[config.mk]
export PLATFORM = sky130hd
export DESIGN_NAME = maximal_munch_tokenizer_unit
export DESIGN_NICKNAME = d
export VERILOG_FILES = /design/src/sv/mmt_pkg.sv /design/src/sv/mmt_datapath.sv /design/src/sv/mmt_ctrl.sv /design/src/sv/maximal_munch_tokenizer_unit.sv
export SDC_FILE = /design/constraint.sdc
export NUM_CORES = 1
export LEC_CHECK = 0
export BUFFER_PORTS_ARGS = -buffer_cell sky130_fd_sc_hd__buf_2
export CORE_MARGIN = 2
export CORE_UTILIZATION = 39
export CTS_CLUSTER_DIAMETER = 30
export DETAILED_ROUTE_END_ITERATION = 8
export MAX_ROUTING_LAYER = met4
export SYNTH_ARGS = -nofsm -noshare
export SYNTH_HDL_FRONTEND = slang
export SYNTH_SLANG_ARGS = --single-unit
[constraint.sdc]
create_clock -name clk -period 5.5 [get_ports clk]
set_clock_uncertainty 0.15 [all_clocks]
set_input_delay 0.825 -clock clk [delete_from_list [all_inputs] [get_ports clk]]
set_output_delay 0.825 -clock clk [all_outputs]
set_load 0.01 [all_outputs]
[src/sv/mmt_pkg.sv]
// Package for the maximal munch tokenizer: kind codes, reserved word table,
// character classes and the per-character classification step.
// No dependencies.
`default_nettype none
package mmt_pkg;

  localparam int WORD_COUNT = 36;
  localparam int WORD_MAX = 8;

  localparam logic [2:0] KIND_RES     = 3'd0;
  localparam logic [2:0] KIND_IDENT   = 3'd1;
  localparam logic [2:0] KIND_INT     = 3'd2;
  localparam logic [2:0] KIND_WS      = 3'd3;
  localparam logic [2:0] KIND_UNKNOWN = 3'd4;

  typedef logic [WORD_COUNT-1:0] word_mask_t;

  // Reserved word text, 8 chars, first char in the low byte, zero padded
  function automatic logic [63:0] word_text(input logic [5:0] idx);
    logic [63:0] t;
    t = '0;
    case (idx)
      6'd0:  t = 64'h3b;
      6'd1:  t = 64'h3d3a;
      6'd2:  t = 64'h3d2b3a;
      6'd3:  t = 64'h3d2d3a;
      6'd4:  t = 64'h3d2a3a;
      6'd5:  t = 64'h3d2f3a;
      6'd6:  t = 64'h3d253a;
      6'd7:  t = 64'h2a;
      6'd8:  t = 64'h2f;
      6'd9:  t = 64'h25;
      6'd10: t = 64'h2b;
      6'd11: t = 64'h2d;
      6'd12: t = 64'h3d;
      6'd13: t = 64'h3c;
      6'd14: t = 64'h3e;
      6'd15: t = 64'h3d3c;
      6'd16: t = 64'h3d3e;
      6'd17: t = 64'h3d2f;
      6'd18: t = 64'h28;
      6'd19: t = 64'h29;
      6'd20: t = 64'h7b;
      6'd21: t = 64'h7d;
      6'd22: t = 64'h646e61;
      6'd23: t = 64'h726f;
      6'd24: t = 64'h746f6e;
      6'd25: t = 64'h726f78;
      6'd26: t = 64'h746e69;
      6'd27: t = 64'h666564;
      6'd28: t = 64'h726176;
      6'd29: t = 64'h6e7275746572;
      6'd30: t = 64'h6669;
      6'd31: t = 64'h65736c65;
      6'd32: t = 64'h656c696877;
      6'd33: t = 64'h726f66;
      6'd34: t = 64'h6b61657262;
      6'd35: t = 64'h65756e69746e6f63;
      default: t = '0;
    endcase
    return t;
  endfunction

  function automatic logic [3:0] word_len(input logic [5:0] idx);
    logic [3:0] l;
    logic [63:0] wt;
    l = '0;
    wt = word_text(idx);
    for (int b = 0; b < WORD_MAX; b++) begin
      if (wt[b*8 +: 8] != 8'd0) l = 4'(b + 1);
    end
    return l;
  endfunction

  function automatic logic is_alpha(input logic [7:0] c);
    return (c == 8'h5f) || (c >= 8'h61 && c <= 8'h7a) || (c >= 8'h41 && c <= 8'h5a);
  endfunction

  function automatic logic is_digit(input logic [7:0] c);
    return c >= 8'h30 && c <= 8'h39;
  endfunction

  typedef struct packed {
    logic [2:0] kind;
    word_mask_t mask;
    logic       ident;
    logic       integ;
  } cls_t;

  // Classify pending text extended by c; pos is the stored length, pos_ok
  // says the text is short enough and not overflowed for word matching
  function automatic cls_t classify(input logic [7:0] c, input logic empty,
                                    input logic pos_ok, input logic [3:0] pos,
                                    input word_mask_t mask, input logic ident,
                                    input logic integ);
    cls_t r;
    logic full, nid, nint, nws;
    logic [3:0] wl;
    logic [63:0] wt;
    r = '0;
    full = 1'b0;
    for (int i = 0; i < WORD_COUNT; i++) begin
      wl = word_len(6'(i));
      wt = word_text(6'(i));
      if (pos_ok && mask[i] && pos < wl && wt[pos[2:0]*8 +: 8] == c) begin
        r.mask[i] = 1'b1;
        if (pos + 4'd1 == wl) full = 1'b1;
      end
    end
    nid = ident && (is_alpha(c) || (!empty && is_digit(c)));
    nint = (empty && c == 8'h30) ||
           (integ && (empty ? (c >= 8'h31 && c <= 8'h39) : is_digit(c)));
    nws = empty && (c == 8'h20 || c == 8'h0a);
    if (full) r.kind = KIND_RES;
    else if (nid) r.kind = KIND_IDENT;
    else if (nint) r.kind = KIND_INT;
    else if (nws) r.kind = KIND_WS;
    else r.kind = KIND_UNKNOWN;
    r.ident = nid;
    r.integ = nint && !(empty && c == 8'h30);
    return r;
  endfunction

  typedef struct packed {
    logic accept;   // take the input char
    logic append;   // append the held char to the pending text
    logic restart;  // restart pending text from the held char
    logic emit;     // advance the emit pointer
  } mmt_cmd_t;

  typedef struct packed {
    logic ends_token; // held char ends a known non-ws token
    logic drops_ws;   // held char ends a whitespace token
    logic last;       // emit pointer at final stored char
  } mmt_sts_t;

endpackage
`default_nettype wire

[src/sv/mmt_datapath.sv]
// Datapath of the tokenizer: pending token store, flags, line counter and
// emit pointer. Uses mmt_pkg; driven by mmt_ctrl commands.
`default_nettype none
module mmt_datapath import mmt_pkg::*; #(
  parameter int MAX_TOKEN_LEN = 32,
  parameter int LINE_BITS = 24
) (
  input  wire logic        clk,
  input  wire logic        rst,
  input  wire logic [7:0]  ch,
  input  wire mmt_cmd_t    cmd,
  output mmt_sts_t         sts,
  output logic [7:0]       tok_char,
  output logic [1:0]       tok_kind,
  output logic [23:0]      tok_line,
  output logic             truncated
);
  localparam int LW = $clog2(MAX_TOKEN_LEN + 1);
  localparam int AW = $clog2(MAX_TOKEN_LEN);

  logic [7:0] store [MAX_TOKEN_LEN];
  logic [LW-1:0] token_len, emit_ptr;
  logic [2:0] pending_kind;
  word_mask_t reserved_mask;
  logic ident_flag, integer_flag, overflow_flag;
  logic [LINE_BITS-1:0] line_count;
  logic [7:0] held;
  logic [7:0] rd_data;
  logic wr_en;
  logic [AW-1:0] wr_addr;

  cls_t ext, fresh, upd;
  logic empty, ext_unknown;

  // classify held char against current and cleared pending text
  assign empty = (token_len == '0) && !overflow_flag;
  assign ext = classify(held, empty, !overflow_flag && token_len < LW'(9),
                        token_len[3:0], reserved_mask, ident_flag, integer_flag);
  assign fresh = classify(held, 1'b1, 1'b1, 4'd0, '1, 1'b1, 1'b1);
  assign ext_unknown = pending_kind != KIND_UNKNOWN && ext.kind == KIND_UNKNOWN;
  assign upd = cmd.restart ? fresh : ext;

  assign sts = '{ends_token: ext_unknown && pending_kind != KIND_WS,
                 drops_ws: ext_unknown && pending_kind == KIND_WS,
                 last: (emit_ptr + LW'(1)) == token_len};

  // store the held char at the tail, or at the head on restart
  assign wr_en = cmd.restart || (cmd.append && token_len < LW'(MAX_TOKEN_LEN));
  assign wr_addr = cmd.restart ? '0 : token_len[AW-1:0];

  // hold input char; write and read the token store
  always_ff @(posedge clk) begin
    if (cmd.accept) held <= ch;
    if (wr_en) store[wr_addr] <= held;
    rd_data <= store[emit_ptr[AW-1:0]];
  end

  // update pending state, line count and emit pointer
  always_ff @(posedge clk) begin
    if (rst) begin
      line_count <= '0;
      token_len <= '0;
      pending_kind <= KIND_UNKNOWN;
      reserved_mask <= '1;
      ident_flag <= 1'b1;
      integer_flag <= 1'b1;
      overflow_flag <= 1'b0;
      emit_ptr <= '0;
    end else begin
      if (cmd.accept && ch == 8'h0a) line_count <= line_count + 1'b1;
      if (cmd.append || cmd.restart) begin
        pending_kind <= upd.kind;
        reserved_mask <= upd.mask;
        ident_flag <= upd.ident;
        integer_flag <= upd.integ;
      end
      if (cmd.restart) begin
        token_len <= LW'(1);
        overflow_flag <= 1'b0;
      end else if (cmd.append) begin
        if (token_len < LW'(MAX_TOKEN_LEN)) token_len <= token_len + LW'(1);
        else overflow_flag <= 1'b1;
      end
      if (cmd.restart) emit_ptr <= '0;
      else if (cmd.emit) emit_ptr <= emit_ptr + LW'(1);
    end
  end

  // pending kind and overflow hold still until the restart after emission
  assign tok_char = rd_data;
  assign tok_kind = pending_kind[1:0];
  assign tok_line = 24'(line_count);
  assign truncated = overflow_flag;
endmodule
`default_nettype wire

[src/sv/mmt_ctrl.sv]
// Controller of the tokenizer: sequences accept, classify, emit, restart.
// Uses mmt_pkg; drives mmt_datapath.
`default_nettype none
module mmt_ctrl import mmt_pkg::*; (
  input  wire logic     clk,
  input  wire logic     rst,
  input  wire logic     in_valid,
  output logic          in_stall,
  output logic          out_valid,
  input  wire logic     out_stall,
  output logic          last_char,
  input  wire mmt_sts_t sts,
  output mmt_cmd_t      cmd
);
  typedef enum logic [4:0] {
    S_IDLE  = 5'b00001,
    S_CLASS = 5'b00010,
    S_READ  = 5'b00100,
    S_EMIT  = 5'b01000,
    S_RST   = 5'b10000
  } state_t;

  state_t state, state_next;
  logic last_reg;

  assign in_stall = state != S_IDLE;
  assign out_valid = state == S_EMIT;
  assign last_char = last_reg;

  always_comb begin
    state_next = state;
    cmd = '0;
    case (state)
      S_IDLE: begin
        cmd.accept = in_valid;
        if (in_valid) state_next = S_CLASS;
      end
      S_CLASS: begin
        if (sts.ends_token) state_next = S_READ;
        else if (sts.drops_ws) state_next = S_RST;
        else begin
          cmd.append = 1'b1;
          state_next = S_IDLE;
        end
      end
      S_READ: state_next = S_EMIT;
      S_EMIT: begin
        if (!out_stall) begin
          cmd.emit = 1'b1;
          state_next = last_reg ? S_RST : S_READ;
        end
      end
      S_RST: begin
        cmd.restart = 1'b1;
        state_next = S_IDLE;
      end
      default: state_next = S_IDLE;
    endcase
  end

  always_ff @(posedge clk) begin
    if (rst) state <= S_IDLE;
    else state <= state_next;
    if (state == S_READ) last_reg <= sts.last;
  end
endmodule
`default_nettype wire

[src/sv/maximal_munch_tokenizer_unit.sv]
// Maximal munch tokenizer: takes one byte per transfer and emits each
// finished token one character per transfer with its kind and line number.
// An input byte that does not end a token is accepted in S_IDLE and
// appended in S_CLASS; one that ends a token adds a store read and an
// output state (S_READ, S_EMIT) per emitted character plus a restart
// state (S_RST), set by the single read port of the token store. A byte that
// ends a whitespace token adds only S_RST; output stall holds S_EMIT.
`default_nettype none
module maximal_munch_tokenizer_unit import mmt_pkg::*; #(
  parameter int MAX_TOKEN_LEN = 32,
  parameter int LINE_BITS = 24
) (
  input  wire logic        clk,
  input  wire logic        rst,
  input  wire logic        in_valid,
  output logic             in_stall,
  input  wire logic [7:0]  ch,
  output logic             out_valid,
  input  wire logic        out_stall,
  output logic [7:0]       tok_char,
  output logic [1:0]       tok_kind,
  output logic [23:0]      tok_line,
  output logic             last_char,
  output logic             truncated
);
  mmt_cmd_t cmd;
  mmt_sts_t sts;

  mmt_ctrl u_ctrl (
    .clk, .rst, .in_valid, .in_stall, .out_valid, .out_stall,
    .last_char, .sts, .cmd
  );

  mmt_datapath #(.MAX_TOKEN_LEN(MAX_TOKEN_LEN), .LINE_BITS(LINE_BITS)) u_dp (
    .clk, .rst, .ch, .cmd, .sts, .tok_char, .tok_kind, .tok_line, .truncated
  );
endmodule
`default_nettype wire
==> results of run 1 <==
cell usage after synthesis, types with 10 or more instances:
master / instances / area [µm²]
a31oi_1: 21 / 131
or3_1: 17 / 106
xor2_1: 29 / 254
xnor2_1: 37 / 324
nand3_1: 69 / 345
ha_1: 10 / 125
nand4_1: 16 / 100
nor3_1: 20 / 100
nor4_1: 44 / 275
edfxtp_1: 265 / 7960
buf_2: 23 / 115
buf_1: 13 / 48.8
o21ai_0: 26 / 130
inv_1: 21 / 78.8
dfxtp_1: 91 / 1820
nor2b_1: 14 / 87.6
a21oi_1: 53 / 265
nand2_1: 74 / 278
clkbuf_1: 49 / 184
mux4_2: 80 / 1800
mux2i_1: 10 / 100
and2_1: 12 / 75.1
nor2_1: 95 / 357
and3_1: 14 / 87.6
per-stage QoR:
step | worst slack, ps | cells | hold slack, ps | total power, mW
2_1_floorplan | 665 | 1292 | 269 | 3.22
3_3_place_gp | 838 | 1862 | 284 | 3.37
3_5_place_dp | 772 | 1862 | 294 | 3.37
4_1_cts | 762 | 1996 | 256 | 7.60
5_1_grt | 442 | 1998 | 257 | 7.76
6_report | 633 | 1998 | 279 | 7.55
sequential cells by signal, indices dropped and copies added (netlist names):
register	count
u_dp.truncated	1
u_dp.ident_flag	1
u_dp.pending_kind	3
u_dp.token_len	6
u_dp.store	256
u_dp.emit_ptr	6
u_dp.integer_flag	1
u_ctrl.state	5
u_dp.reserved_mask	36
u_ctrl.last_char	1
u_dp.held	8
u_dp.tok_line	24
u_dp.tok_char	8
kinds of logic after synthesis:
family                   after synthesis  synth area share
AND/OR/NAND/NOR                      438             0.139
adder cells (fa/ha/maj)               10           0.00744
XOR/XNOR                              68            0.0363
multiplexers                          99             0.119
buffers and inverters                122            0.0336
flip-flops                           356             0.582
AO/OA/AOI/OAI                        199            0.0828
per-layer routing:
metal  part of all wire  vias up  track usage
met5                  0        -            -
met2               0.47      652        0.354
met1               0.40     5958        0.296
li1                   -     5242            -
met3              0.090      130       0.0570
met4              0.034        0       0.0831
how the worst max path moves through the flow:
stage,startpoint,end,slack (ps),cells after the start
2_1_floorplan,u_dp.token_len[0],u_dp.store[0][0],660,14
3_3_place_gp,u_dp.token_len[1],u_dp.store[12][3],840,13
3_5_place_dp,u_dp.token_len[0],u_dp.store[12][1],770,12
4_1_cts,u_dp.token_len[1],u_dp.store[10][1],760,13
5_1_grt,u_dp.token_len[0],u_dp.store[9][1],440,12
6_report,u_dp.token_len[0],u_dp.store[18][4],630,12
layout make-up:
class | count | area (µm²) | share of cell area
multi-input cells | 814 | 6560 | 0.322
well taps | 546 | 683 | 0.0336
repair buffers | 124 | 821 | 0.0403
clock buffers | 94 | 1970 | 0.0966
flip-flops and latches | 356 | 9790 | 0.481
diodes | 2 | 5.00 | 0.000246
inverters | 22 | 82.6 | 0.00406
clock inverters | 40 | 449 | 0.0221
power breakdown:
part | leakage (nW) | switching (mW) | total (mW) | internal, mW
logic | 2.60 | 0.264 | 0.378 | 0.113
clock network | 1.16 | 1.48 | 4.23 | 2.75
registers | 3.13 | 0.0238 | 2.95 | 2.92
total | 6.90 | 1.77 | 7.55 | 5.78
critical path, cell delays in order, from the launching register on:
cell	delay, ps
dfxtp_1	580
ha_1	560
nor2b_1	590
xnor2_1	240
nor2_1	120
and3_1	180
o41ai_1	370
o221ai_1	260
or4_4	510
o21ai_4	290
buf_12	330
nor4_1	120
buf_4	200
cell usage in the layout (no fill, tap or decap), types with 9 or more instances in the layout:
cell / n
buf_2: 49
dfxtp_1: 88
nand3_1: 69
nor2_1: 95
edfxtp_1: 265
mux2_2: 9
or3_1: 17
nand2_1: 74
and2_1: 12
clkinv_2: 12
inv_1: 21
nor4_2: 12
and3_1: 14
xor2_1: 29
nor4_1: 32
xnor2_1: 37
nand4_1: 16
a21oi_1: 52
ha_1: 10
buf_4: 74
nor3_1: 20
clkbuf_1: 15
clkbuf_16: 73
mux4_2: 80
mux2i_1: 10
a31oi_1: 21
o21ai_0: 26
nor2b_1: 14
==> results.md, run 1 <==
* Status: complete, no violations
* Crit path required time at 5700 ps
* Share of cells above drive strength 1 at 0.259
* IO buf count at 49
* Pins Over Slew Limit at 0
* TritonCTS buffer count at 72
* CP Max Fanout at 70
* Final core occ at 0.476
* First-pass GRT wire length at 74100 µm
* DR pass1 iterations at 5
* HPWL Detailed at 31700 µm
* Syn nets at 1314
* Clock Latency Late Sink at 610 ps
* Worst setup path class: reg2reg
* Cts repair resizes at 0
* CP Data Arrival Time at 5070 ps
* Die Area at 44800 µm²
* Post-CTS setup buffers at 0
* Routed wire length at 49300 µm
* Final Wtd Congestion at 0.963
* Synthesized instance count at 1292
* Placed inst area at 17900 µm²
* Clk root buf: clkbuf_16
* HP Class: in2reg
* Syn-to-layout area delta at 21.1%
* GRT overflow at 0
* Register-to-Register Path Depth at 12
* Vias in the first global route at 11700
* HP Start: ch[6]
* Initial antenna violation count at 1
* Crit path time final at 4870 ps
* Mean post-synth cell area at 13.0 µm²
* EDFF count, synth at 265
* Final period utilization at 0.885
* Routed Antenna Nets at 0
* MaxCap Viol Count at 0
* Final setup violation count at 0
* H-tree levels at 3
* Pwr per Cell Area at 371 nW/µm²
* Fillcell total at 3773
* Initial Utilization at 0.393
* Number of cells on the worst hold path at 1
* Peak Freq at 0.205 GHz
* Asr flop ratio synth at 0
* Cell Area, Synth at 16800 µm²
* Leak pwr at 6.90 nW
* GRT Util Overall at 0.230
* R2r setup slk at 630 ps
* Clock Sinks at 356
* CP Capture Type: register
* Final instance area at 20400 µm²
* Reg2Reg Capture Point: u_dp.store[18][4]
* CP Launch Type: register
* Worst vdd ir at 0.000327 V
* IO Count at 50
* Drt wl/cell at 24.7 µm
* Setup TNS at 0 ps
* Sequential area share after synthesis at 0.582
* Die W at 212 µm
* Slew @ Worst Pin at 1010 ps
* Largest net degree at the start of global routing at 71
* # DRC at 0
* RSZ-0062 raised after global routing: false
* CTS Buffer Depth at 3
* Worst r2r src: u_dp.token_len[0]
* Post-synthesis cell type count at 88
* CTS tree: built
* CTS clk-pin slew, worst paths at 50 ps
* Die H at 212 µm
* Main flop type after synthesis: edfxtp_1
* Hold path endpoint: u_dp.held[6]
* Fin. Hold Viols at 0
* Yosys warns at 0
* Avg Vias per Cell at 6.00
* Flops & latches, synth at 356
* Worst slew margin at 0.327
* Iteration-0 DRC Markers at 1421
* Vias at 12000
* Core ar. at 42800 µm²
* Final #Nets at 1412
* CTS Hold Bufs at 0
* Site row count at 76
Power figures use the tool's default switching activity.
==> run 2, diff against run 1 <==
--- a/config.mk
+++ b/config.mk
@@ -13,4 +13,5 @@
 export MAX_ROUTING_LAYER = met4
 export SYNTH_ARGS = -nofsm -noshare
 export SYNTH_HDL_FRONTEND = slang
+export SYNTH_HIERARCHICAL = 1
 export SYNTH_SLANG_ARGS = --single-unit
==> run 2 against run 1 <==
Effect of this change:
- clock power increased by 1%
- power shrank 0.39%
- cell count up 4.1%
- critical path depth increased by 5
- highest routed layer unchanged
- maximum frequency decreased by 6.7%
- core utilization is 0.22 points higher
==> results.md, run 2 <==
* HP Start: ch[5]
* Sequential area share after synthesis at 0.581
* Post-CTS setup buffers at 0
* Avg Vias per Cell at 5.67
* Synthesized instance count at 1314
* Die W at 212 µm
* Die H at 212 µm
* H-tree levels at 3
* CP Capture Type: register
* Initial antenna violation count at 0
* Cts repair resizes at 0
* Post-Synth Adder-Cell Area at 0.00803
* Post-synthesis xor/xnor area fraction at 0.0359
* Fillcell total at 3769
* Number of flip-flops under the largest register name at 256
* CTS Hold Bufs at 0
* GRT overflow at 0
* Worst vdd ir at 0.000222 V
* Fin. Hold Viols at 0
* Most frequent cells in the layout: 265 x edfxtp_1, 131 x nor2_1, 97 x buf_4, 88 x dfxtp_1, 83 x nand2_1
* CTS Buffer Depth at 3
* Top cells by count, synth: 265 x edfxtp_1, 131 x nor2_1, 91 x dfxtp_1, 83 x nand2_1, 80 x mux4_2
* Vias at 11800
* Final core occ at 0.478
* Hold path endpoint: u_dp/held[5]
* Register-to-Register Path Depth at 17
* Status: complete, no violations
* Worst setup path class: reg2reg
* IO buf count at 49
* Core ar. at 42900 µm²
* Largest net degree at the start of global routing at 60
* Initial Utilization at 0.393
* Worst path slowest cell: or4_1
* R2r setup slk at 280 ps
* HPWL Detailed at 31400 µm
* CP Data Arrival Time at 5370 ps
* Routed wire length at 47200 µm
* Clk root buf: clkbuf_16
* Slew @ Worst Pin at 1090 ps
* Mean post-synth cell area at 12.8 µm²
* Number of cells on the worst hold path at 1
* Clock Latency Late Sink at 600 ps
* Cell accounting for the most synthesized area: edfxtp_1
* Final Wtd Congestion at 0.997
* Clock Sinks at 356
* Syn nets at 1336
* Worst r2r src: u_dp/token_len[1]
* Placed Cells at 1945
* Share of the synthesized area in the top cell type at 0.473
* Simple-Gate Fraction of Synth Area at 0.135
* Diodes inserted at 0
* Post-synthesis compound-gate area fraction at 0.0876
* Main flop type after synthesis: edfxtp_1
* Final period utilization at 0.949
* Pwr per Cell Area at 367 nW/µm²
* RSZ-0062 raised after global routing: false
* Crit path time final at 5220 ps
* Asr flop ratio synth at 0
* Syn-to-layout area delta at 21.7%
* Largest family of logic cells by synthesized area: simple AND/OR/NAND/NOR gates
* Critical path depth at 17
* Share of cells above drive strength 1 at 0.266
* First-pass GRT wire length at 72600 µm
* Final setup violation count at 0
* GRT Util Overall at 0.222
* Most common library cell in the layout ignoring fill and taps: edfxtp_1
* Final #Nets at 1457
* CP Launch Type: register
* Yosys warns at 6
* CTS clk-pin slew, worst paths at 50 ps
* # DRC at 0
* HP Class: in2reg
* CP bufs+invs at 3
* Site row count at 76
* Post-synthesis mux area share at 0.117
* Top-count cell post-synth: edfxtp_1
* Post-synthesis cell type count at 99
* MaxCap Viol Count at 0
* Crit path required time at 5650 ps
* Non-filler cells, final at 2079
* CP dominant cell by count: buf_4
* Leak pwr at 7.00 nW
* Worst slew margin at 0.271
* Peak Freq at 0.192 GHz
* Reg2Reg Capture Point: u_dp/store[6][0]
* CP Max Fanout at 13
* Synth top area cells: edfxtp_1 47%, dfxtp_1 11%, mux4_2 11%, nor2_1 2.9%, xnor2_1 2.0%
* EDFF count, synth at 265
* DR pass1 iterations at 6
* Crit path cell chain: buf_4, ha_1, o21bai_2, xnor2_1, nand2_1, a211o_1, or2_0, a31oi_1, buf_4, a211oi_1, nand2_2, a211oi_2, nor4b_2, nand2b_1, or4_1, nor2_1, buf_4
* CTS tree: built
* CP peak stage delay at 740 ps
* Fin worst setup slack at 282 ps
* Setup TNS at 0 ps
* Place WS at 364 ps
* Power Total at 7.52 mW
* Cell Area, Synth at 16800 µm²
* IO Count at 50
* Die Area at 44900 µm²
* CP delay by family, top: simple AND/OR/NAND/NOR gates
* TritonCTS buffer count at 73
* Vias in the first global route at 11700
* Iteration-0 DRC Markers at 1325
* Reg with most FFs: u_dp/store
* Flops & latches, synth at 356
* Drt wl/cell at 22.7 µm
* Routed Antenna Nets at 0
* Pins Over Slew Limit at 0
-- run 2: cell types whose count changed in the layout (fill, tap and decap cells not counted), moves of 16 or more --
cell	change
nand3_1	-34
nor2_1	+36
buf_4	+23
o21ai_0	+26
nor4_1	-17
nand2b_1	+16
-- run 2: worst max-delay path by stage --
stage	from	to	slack [ps]
after floorplan	u_dp/token_len[0]	u_dp/store[14][0]	300
after global placement	u_dp/token_len[1]	u_dp/store[18][1]	450
after detailed placement	u_dp/token_len[1]	u_dp/store[31][3]	360
after CTS	u_dp/token_len[1]	u_dp/store[6][0]	330
after global routing	u_dp/token_len[1]	u_dp/store[6][0]	60
final	u_dp/token_len[1]	u_dp/store[6][0]	280
-- run 2: through the flow --
step | area, µm² | hold slack [ps]
2_1_floorplan | 16800 | 285
3_3_place_gp | 18100 | 300
3_5_place_dp | 18100 | 312
4_1_cts | 20500 | 257
5_1_grt | 20500 | 266
6_report | 20500 | 283
-- run 2: power breakdown --
part | switching, mW | total, mW | internal [mW]
sequential | 0.0237 | 2.94 | 2.91
clock | 1.51 | 4.28 | 2.77
combinational | 0.211 | 0.311 | 0.0997
total | 1.74 | 7.52 | 5.78
-- run 2: worst reg2reg max path, delay by kind of cell, from the launching register on --
family	cells	cell delay [ps]
compound gates	5	790
xor+xnor	1	400
fa+ha+maj	1	570
buf+inv	3	560
flops	1	380
simple gates	7	2080
-- run 2: cell families (layout without fill, tap and decap cells) --
group | Yosys count | count (layout)
XOR/XNOR | 69 | 69
adder cells (fa/ha/maj) | 11 | 11
multiplexers | 96 | 96
buffers and inverters | 122 | 302
AO/OA/AOI/OAI | 224 | 224
AND/OR/NAND/NOR | 436 | 436
flip-flops | 356 | 356
-- run 2: cell type report --
type / count / area (µm²) / share of cell area
inverters: 22 / 82.6 / 0.00403
multi-input cells: 836 / 6480 / 0.316
clock buffers: 91 / 1970 / 0.0959
repair buffers: 146 / 973 / 0.0475
well taps: 585 / 732 / 0.0357
flip-flops and latches: 356 / 9790 / 0.478
clock inverters: 43 / 474 / 0.0231
-- run 2: routing by layer --
metal  share of wire  wire [µm]  vias up  global-route usage
li1                -          -     5283                   -
met1            0.42      19800     5849               0.289
met2            0.48      22600      544               0.349
met3           0.069       3240      114              0.0384
met4           0.033       1540        0              0.0814
met5               0          0        -                   -
